`src/hdl/lab_pkg.sv`:
```
// Shared types and constants for the bitwise logarithm unit.
`default_nettype none
package lab_pkg;
    localparam logic [63:0] BASE_MIN   = 64'h0000_0001_1000_0000;
    localparam logic [63:0] BASE_RESET = 64'h0000_0002_0000_0000;
    localparam logic [8:0]  INT_MAX    = 9'd511;
    localparam logic [63:0] ONE_FIX    = 64'h0000_0001_0000_0000;

    // Sequencer state codes.
    localparam logic [3:0] ST_IDLE    = 4'd0;
    localparam logic [3:0] ST_RECIP   = 4'd1;
    localparam logic [3:0] ST_ICHK    = 4'd2;
    localparam logic [3:0] ST_ISQ     = 4'd3;
    localparam logic [3:0] ST_ISQCHK  = 4'd4;
    localparam logic [3:0] ST_IDIV    = 4'd5;
    localparam logic [3:0] ST_FSQ     = 4'd6;
    localparam logic [3:0] ST_FCHK    = 4'd7;
    localparam logic [3:0] ST_FDIV    = 4'd8;
    localparam logic [3:0] ST_OUT     = 4'd9;
    localparam logic [3:0] ST_MUL     = 4'd10;
    localparam logic [3:0] ST_DIV     = 4'd11;
endpackage
`default_nettype wire

```
`src/hdl/log_any_base_bitwise_unit.sv`:
```
// Top level of the bitwise logarithm unit: sequencer, shared multiplier and divider.
//
// Usage: x_value words enter on x_valid/x_ready; results leave on out_valid/out_ready
// with fields error_zero, negative, int_part and frac_part. The base register is
// written on cfg_valid/cfg_ready with cfg_data and is taken only while idle.
// One word is worked on at a time; x_ready is high only when the unit is idle.
// A 64x64 square is built from four 32x32 partial products, one per cycle, and a
// 128/64 divide retires one quotient bit per cycle. An argument below one costs a
// reciprocal divide (the smallest argument skips it and saturates). Each fraction
// bit costs a square and, for a one bit, a divide; the integer search adds squares
// and a divide per power of the base taken out. A zero argument goes straight to
// the final state. The result sits in an output register until taken; a new word
// may be accepted meanwhile, and its result waits in the final state while
// out_valid is high and out_ready low. Reset sets the base to 2.0 and returns the
// sequencer to idle.
`default_nettype none
module log_any_base_bitwise_unit #(
    parameter int FRAC_BITS = 32
) (
    input  wire logic        clk,
    input  wire logic        rst_n,
    input  wire logic        x_valid,
    output logic             x_ready,
    input  wire logic [63:0] x_value,
    input  wire logic        cfg_valid,
    output logic             cfg_ready,
    input  wire logic [63:0] cfg_data,
    output logic             out_valid,
    input  wire logic        out_ready,
    output logic             error_zero,
    output logic             negative,
    output logic [8:0]       int_part,
    output logic [31:0]      frac_part
);
    localparam int RW = $clog2(FRAC_BITS + 1);

    logic [3:0]   state_reg;
    logic [3:0]   ret_reg;     // state after a shared multiply or divide
    logic [63:0]  base_cfg_reg;
    logic [63:0]  b_reg;
    logic [63:0]  n_reg;
    logic [63:0]  pw_reg;
    logic [8:0]   k_reg;
    logic [8:0]   integ_reg;
    logic [31:0]  frac_reg;
    logic [RW-1:0] rnd_reg;
    logic         neg_reg;
    logic         err_reg;

    // Shared multiplier operands and accumulator.
    logic [63:0]  ma_reg, mb_reg;
    logic [127:0] prod_reg;
    logic [1:0]   mstep_reg;
    logic [63:0]  pa, pb;
    logic [31:0]  ma_sel, mb_sel;
    logic [63:0]  pp;

    // Shared restoring divider.
    logic [127:0] dnum_reg;
    logic [63:0]  dd_reg;
    logic [63:0]  rem_reg;
    logic [63:0]  q_reg;
    logic [6:0]   dcnt_reg;
    logic [63:0]  rem_sh;
    logic         rem_carry;

    logic         out_valid_reg;
    logic         err_o_reg, neg_o_reg;
    logic [8:0]   int_o_reg;
    logic [31:0]  frac_o_reg;

    logic [127:0] n_up;
    logic [127:0] b_up;
    logic [9:0]   integ_sum;

    assign x_ready   = (state_reg == lab_pkg::ST_IDLE);
    assign cfg_ready = (state_reg == lab_pkg::ST_IDLE);
    assign out_valid = out_valid_reg;
    assign error_zero = err_o_reg;
    assign negative   = neg_o_reg;
    assign int_part   = int_o_reg;
    assign frac_part  = frac_o_reg;

    assign n_up = {32'd0, n_reg, 32'd0};
    assign b_up = {32'd0, b_reg, 32'd0};
    assign integ_sum = {1'b0, integ_reg} + {1'b0, k_reg};

    assign pa = ma_reg;
    assign pb = mb_reg;
    assign ma_sel = mstep_reg[1] ? pa[63:32] : pa[31:0];
    assign mb_sel = mstep_reg[0] ? pb[63:32] : pb[31:0];
    assign pp = {32'd0, ma_sel} * {32'd0, mb_sel};

    assign rem_carry = rem_reg[63];
    assign rem_sh = {rem_reg[62:0], dnum_reg[127]};

    always_ff @(posedge clk or negedge rst_n)
    begin
        if (!rst_n)
        begin
            state_reg     <= lab_pkg::ST_IDLE;
            ret_reg       <= lab_pkg::ST_IDLE;
            base_cfg_reg  <= lab_pkg::BASE_RESET;
            out_valid_reg <= 1'b0;
        end
        else
        begin
            // The final state handles the output register itself.
            if (out_valid_reg && out_ready && state_reg != lab_pkg::ST_OUT)
                out_valid_reg <= 1'b0;
            case (state_reg)
                lab_pkg::ST_IDLE:
                begin
                    if (cfg_valid)
                        base_cfg_reg <= cfg_data;
                    if (x_valid && x_ready)
                    begin
                        b_reg     <= (base_cfg_reg < lab_pkg::BASE_MIN) ?
                                     lab_pkg::BASE_MIN : base_cfg_reg;
                        integ_reg <= '0;
                        frac_reg  <= '0;
                        rnd_reg   <= '0;
                        err_reg   <= (x_value == 64'd0);
                        if (x_value == 64'd0)
                        begin
                            neg_reg   <= 1'b0;
                            state_reg <= lab_pkg::ST_OUT;
                        end
                        else if (x_value < lab_pkg::ONE_FIX)
                        begin
                            neg_reg <= 1'b1;
                            if (x_value == 64'd1)
                            begin
                                n_reg     <= '1;
                                state_reg <= lab_pkg::ST_ICHK;
                            end
                            else
                            begin
                                dnum_reg  <= {64'd1, 64'd0};
                                dd_reg    <= x_value;
                                rem_reg   <= '0;
                                q_reg     <= '0;
                                dcnt_reg  <= '0;
                                ret_reg   <= lab_pkg::ST_RECIP;
                                state_reg <= lab_pkg::ST_DIV;
                            end
                        end
                        else
                        begin
                            neg_reg   <= 1'b0;
                            n_reg     <= x_value;
                            state_reg <= lab_pkg::ST_ICHK;
                        end
                    end
                end
                lab_pkg::ST_MUL:
                begin
                    // Partial products in order lo*lo, lo*hi, hi*lo, hi*hi.
                    prod_reg  <= prod_reg + ({64'd0, pp} << (32 * (32'(mstep_reg[1])
                                 + 32'(mstep_reg[0]))));
                    mstep_reg <= mstep_reg + 2'd1;
                    if (mstep_reg == 2'd3)
                        state_reg <= ret_reg;
                end
                lab_pkg::ST_DIV:
                begin
                    dnum_reg <= {dnum_reg[126:0], 1'b0};
                    dcnt_reg <= dcnt_reg + 7'd1;
                    if (rem_carry || rem_sh >= dd_reg)
                    begin
                        rem_reg <= rem_sh - dd_reg;
                        q_reg   <= {q_reg[62:0], 1'b1};
                    end
                    else
                    begin
                        rem_reg <= rem_sh;
                        q_reg   <= {q_reg[62:0], 1'b0};
                    end
                    if (dcnt_reg == 7'd127)
                        state_reg <= ret_reg;
                end
                lab_pkg::ST_RECIP:
                begin
                    n_reg     <= q_reg;
                    state_reg <= lab_pkg::ST_ICHK;
                end
                lab_pkg::ST_ICHK:
                begin
                    if (n_reg >= b_reg)
                    begin
                        pw_reg    <= b_reg;
                        k_reg     <= 9'd1;
                        ma_reg    <= b_reg;
                        mb_reg    <= b_reg;
                        prod_reg  <= '0;
                        mstep_reg <= '0;
                        ret_reg   <= lab_pkg::ST_ISQCHK;
                        state_reg <= lab_pkg::ST_MUL;
                    end
                    else
                        state_reg <= lab_pkg::ST_FSQ;
                end
                lab_pkg::ST_ISQCHK:
                begin
                    if (n_up >= prod_reg)
                    begin
                        pw_reg    <= prod_reg[95:32];
                        k_reg     <= {k_reg[7:0], 1'b0};
                        ma_reg    <= prod_reg[95:32];
                        mb_reg    <= prod_reg[95:32];
                        prod_reg  <= '0;
                        mstep_reg <= '0;
                        ret_reg   <= lab_pkg::ST_ISQCHK;
                        state_reg <= lab_pkg::ST_MUL;
                    end
                    else
                    begin
                        dnum_reg  <= n_up;
                        dd_reg    <= pw_reg;
                        rem_reg   <= '0;
                        q_reg     <= '0;
                        dcnt_reg  <= '0;
                        ret_reg   <= lab_pkg::ST_IDIV;
                        state_reg <= lab_pkg::ST_DIV;
                    end
                end
                lab_pkg::ST_IDIV:
                begin
                    n_reg     <= q_reg;
                    integ_reg <= (integ_sum > {1'b0, lab_pkg::INT_MAX}) ?
                                 lab_pkg::INT_MAX : integ_sum[8:0];
                    state_reg <= lab_pkg::ST_ICHK;
                end
                lab_pkg::ST_FSQ:
                begin
                    if (rnd_reg == RW'(FRAC_BITS))
                        state_reg <= lab_pkg::ST_OUT;
                    else
                    begin
                        ma_reg    <= n_reg;
                        mb_reg    <= n_reg;
                        prod_reg  <= '0;
                        mstep_reg <= '0;
                        ret_reg   <= lab_pkg::ST_FCHK;
                        state_reg <= lab_pkg::ST_MUL;
                    end
                end
                lab_pkg::ST_FCHK:
                begin
                    rnd_reg <= rnd_reg + RW'(1);
                    if (prod_reg >= b_up)
                    begin
                        frac_reg  <= {frac_reg[30:0], 1'b1};
                        dnum_reg  <= prod_reg;
                        dd_reg    <= b_reg;
                        rem_reg   <= '0;
                        q_reg     <= '0;
                        dcnt_reg  <= '0;
                        ret_reg   <= lab_pkg::ST_FDIV;
                        state_reg <= lab_pkg::ST_DIV;
                    end
                    else
                    begin
                        frac_reg  <= {frac_reg[30:0], 1'b0};
                        n_reg     <= prod_reg[95:32];
                        state_reg <= lab_pkg::ST_FSQ;
                    end
                end
                lab_pkg::ST_FDIV:
                begin
                    n_reg     <= q_reg;
                    state_reg <= lab_pkg::ST_FSQ;
                end
                lab_pkg::ST_OUT:
                begin
                    // Wait here while the previous result is still unclaimed.
                    if (!out_valid_reg || out_ready)
                    begin
                        err_o_reg     <= err_reg;
                        neg_o_reg     <= neg_reg;
                        int_o_reg     <= integ_reg;
                        frac_o_reg    <= frac_reg;
                        out_valid_reg <= 1'b1;
                        state_reg     <= lab_pkg::ST_IDLE;
                    end
                end
                default:
                    state_reg <= lab_pkg::ST_IDLE;
            endcase
        end
    end

    a_out_flags: assert property (@(posedge clk) disable iff (!rst_n)
        out_valid && !out_ready |=> $stable(error_zero) && $stable(negative))
        else $error("result flags changed while stalled");
    a_out_hold: assert property (@(posedge clk) disable iff (!rst_n)
        out_valid && !out_ready |=> out_valid && $stable(frac_part) && $stable(int_part))
        else $error("result changed while stalled");
    a_err_clean: assert property (@(posedge clk) disable iff (!rst_n)
        out_valid && error_zero |-> !negative && int_part == 9'd0 && frac_part == 32'd0)
        else $error("zero argument result not clean");
    a_cfg_idle: assert property (@(posedge clk) disable iff (!rst_n)
        cfg_ready |-> state_reg == lab_pkg::ST_IDLE)
        else $error("base write outside idle");
endmodule
`default_nettype wire
```
`config.mk`:
```
export PLATFORM = sky130hd
export DESIGN_NAME = log_any_base_bitwise_unit
export DESIGN_NICKNAME = d
export VERILOG_FILES = /design/src/hdl/lab_pkg.sv /design/src/hdl/log_any_base_bitwise_unit.sv
export SDC_FILE = /design/constraint.sdc
export NUM_CORES = 2
export LEC_CHECK = 0
export BUFFER_PORTS_ARGS = -buffer_cell sky130_fd_sc_hd__buf_4
export CELL_PAD_IN_SITES_DETAIL_PLACEMENT = 0
export CELL_PAD_IN_SITES_GLOBAL_PLACEMENT = 2
export CORE_MARGIN = 4
export CORE_UTILIZATION = 40
export DETAILED_ROUTE_END_ITERATION = 8
export PLACE_DENSITY_LB_ADDON = 0.15
export RECOVER_POWER = 50
export SLEW_MARGIN = 25
export SYNTH_ARGS = -nofsm -noshare
export SYNTH_HDL_FRONTEND = slang
export SYNTH_SLANG_ARGS = --single-unit
```
`constraint.sdc`:
```
create_clock -name clk -period 23.1 [get_ports clk]
set_input_delay 2.31 -clock clk [delete_from_list [all_inputs] [get_ports clk]]
set_output_delay 2.31 -clock clk [all_outputs]
set_load 0.05 [all_outputs]
```
==> results.yml <==
synthesis:
  ys_seq_area_share_pct: 29.8
  synth_async_sr_flop_share_pct: 8.23
  yosysMostFrequentCell: "inv_1"
  syn_inst: 9357
  netlist_top_cells_area: "edfxtp_1 28%, fa_1 20%, ha_1 9.4%"
  synth_commonest_cells: "1264 x inv_1, 1073 x nand2_1, 997 x nor2_1"
  yosysTopAreaCell: "edfxtp_1"
  yosys_warnings: 0
  syn_area_um2: 88200
  synth-edff-count: 814
  synth_ff_type: "edfxtp_1"
  synth_top_cell_area_share_pct: 27.7
  synth_area_per_cell_um2: 9.42
  synthesis.nets: 11000
  ys_types: 87
  ys_ff_latch: 887
detailed_routing:
  vias_per_cell: 5.80
  first_pass_iters: 9
  antenna_left: 0
  routedWlPerCell_um: 27.8
  drc_errors: 0
  drt_iter0_markers: 6772
  routed_wirelength_mm: 340
  route.vias.total: 70800
clock_tree:
  cts_tree: "yes"
  root_buffer: "clkbuf_16"
  cts_buffer_depth: 3
  clk_pin_slew_ns: 0.06
  cts_sinks: 887
  h-tree-depth: 3
  numCtsBuffers: 103
  cts-hold-fix-buffers: 0
  postCtsSetupBuffers: 0
  cts_resized: 0
  clk_latency_ns: 0.81
floorplan:
  num_io_pins: 179
  initial_core_util_pct: 40.2
  dieArea_um2: 228000
  core_um2: 220000
  num_rows: 172
  die_w_um: 477
  dieHeight_um: 477
min_path:
  min-delay-start: "frac_reg[30]"
  hp-class: "register to register"
global_route:
  grt_usage_pct: 29.6
  grt_max_degree: 152
  grt_pass1_vias: 72200
  grt_overflow_total: 0
  antenna_found_initial: 26
  grt_pass1_wl_mm: 502
final_layout:
  post-route-util_pct: 43.8
  nets: 10900
  drive_gt1_share_pct: 7.06
  syn2layout_area_growth_pct: 8.96
placement:
  place_hpwl_mm: 265
  dpl_worst_slack_ns: 9.00
  gp_congestion: 0.938
  place.port_buffers: 178
critical_path:
  startpoint: "mstep_reg[0]"
  rr_endpoint: "prod_reg[77]"
  r2r_start: "mstep_reg[0]"
  reg2reg_slack_ns: 8.44
  cpMostUsedCell: "fa_1"
  crit_slowest_cell: "a21oi_1"
  worstPathArrival_ns: 14.89
  critical_path.max_stage_delay_ns: 0.72
  cp_max_fo: 32
  required_ns: 23.33
  crit_path_end_kind: "register"
  crit_type: "register to register"
  setup.worst_path.end: "prod_reg[77]"
  startpoint_type: "register"
  worst_r2r_path_depth: 43
run_status:
  outcome: "complete, but fails checks"
  failed_checks: "capacitance limit, slew limit"
timing:
  setup_viol: 0
  timing.final.ws_setup_ns: 8.44
  drv_slew: 1198
  relSlewSlack_pct: -376
  clock_skew_ns: 0.114
  fmax_ghz: 0.0682
  rsz0062_at_grt: "false"
  post-route-min-period_ns: 14.66
  max_slew.worst_pin.slew_ns: 7.14
  fin_tns_setup_ns: 0
  finalHoldViolCount: 0
  timing.final.crit_share_pct: 63.5
flow_run:
  maxCapViolCount: 23
==> placed cells by master, fill, tap and decap left out, drive strengths merged, types with 63 or more instances in the layout <==
cell,Yosys,final
ha,659,659
nor3,77,77
clkbuf,487,195
nand3,149,149
xor2,96,96
a22oi,140,140
a21o,226,226
and2,149,149
buf,50,261
dfrtp,72,72
inv,1264,1265
o21bai,76,76
o21ai,337,337
mux2,129,129
fa,899,899
a22o,81,81
a21oi,455,455
mux2i,79,79
edfxtp,814,814
nand4,148,148
xnor2,147,147
a222oi,63,63
nand2,1073,1073
nor2,997,997
o211ai,86,86
==> metal layers <==
layer	vias to the layer above	part of all wire [%]	global-route usage (%)
met2	2682	45	46.0
met1	36100	43	41.3
met3	512	8.2	6.41
li1	31500	-	-
met4	20	3.7	9.20
met5	-	0.036	0
==> per-stage QoR <==
step	instance area (um^2)	cells	hold WS, ns
5_1_grt	96000	12200	0.448
6_report	96000	12200	0.438
2_1_floorplan	88200	9357	0.400
4_1_cts	96400	12200	0.428
3_5_place_dp	92700	12000	0.405
3_3_place_gp	92700	12000	0.412
==> kinds of logic (layout without fill, tap and decap cells) <==
group	count (synthesis)	in the layout	share of synthesized area [%]
other	0	6	0
adders and majority gates	1558	1558	29.8
and+or+nand+nor	2882	2882	14.4
DFF	887	887	29.8
xor gates and xnor gates	243	243	2.41
AOI/OAI and AO/OA	1777	1777	13.4
buffers and inverters	1802	1787	7.70
muxes	208	208	2.54
==> critical path, delay by kind of cell, from the launching register on <==
kind,cells,cell delay [ns]
xor gates and xnor gates,1,0.59
DFF,1,0.33
AOI/OAI and AO/OA,10,3.09
and+or+nand+nor,11,2.48
muxes,2,0.66
adders and majority gates,10,4.99
buffers and inverters,9,1.85
==> area by class of cell <==
class,instances,area (um^2)
clock inverters,66,857
multi-input cells,6668,55600
repair buffers,329,2240
inverters,1265,4750
well taps,2871,3590
fillers,21700,123000
diodes,6,15.0
clock buffers,127,2750
flip-flops and latches,887,26300
==> worst min path at each step <==
stage                         end  slack, ns  cells after the start
floorplan              error_zero       0.40                      0
global placement    frac_part[31]       0.41                      0
detailed placement       negative       0.41                      0
CTS                  dnum_reg[66]       0.43                      2
global route        frac_part[26]       0.45                      0
finish              frac_part[30]       0.44                      0
Power is left out: the tool's default activity adds up to more than one toggle a clock period on the data nets, which glitch-free logic cannot reach.
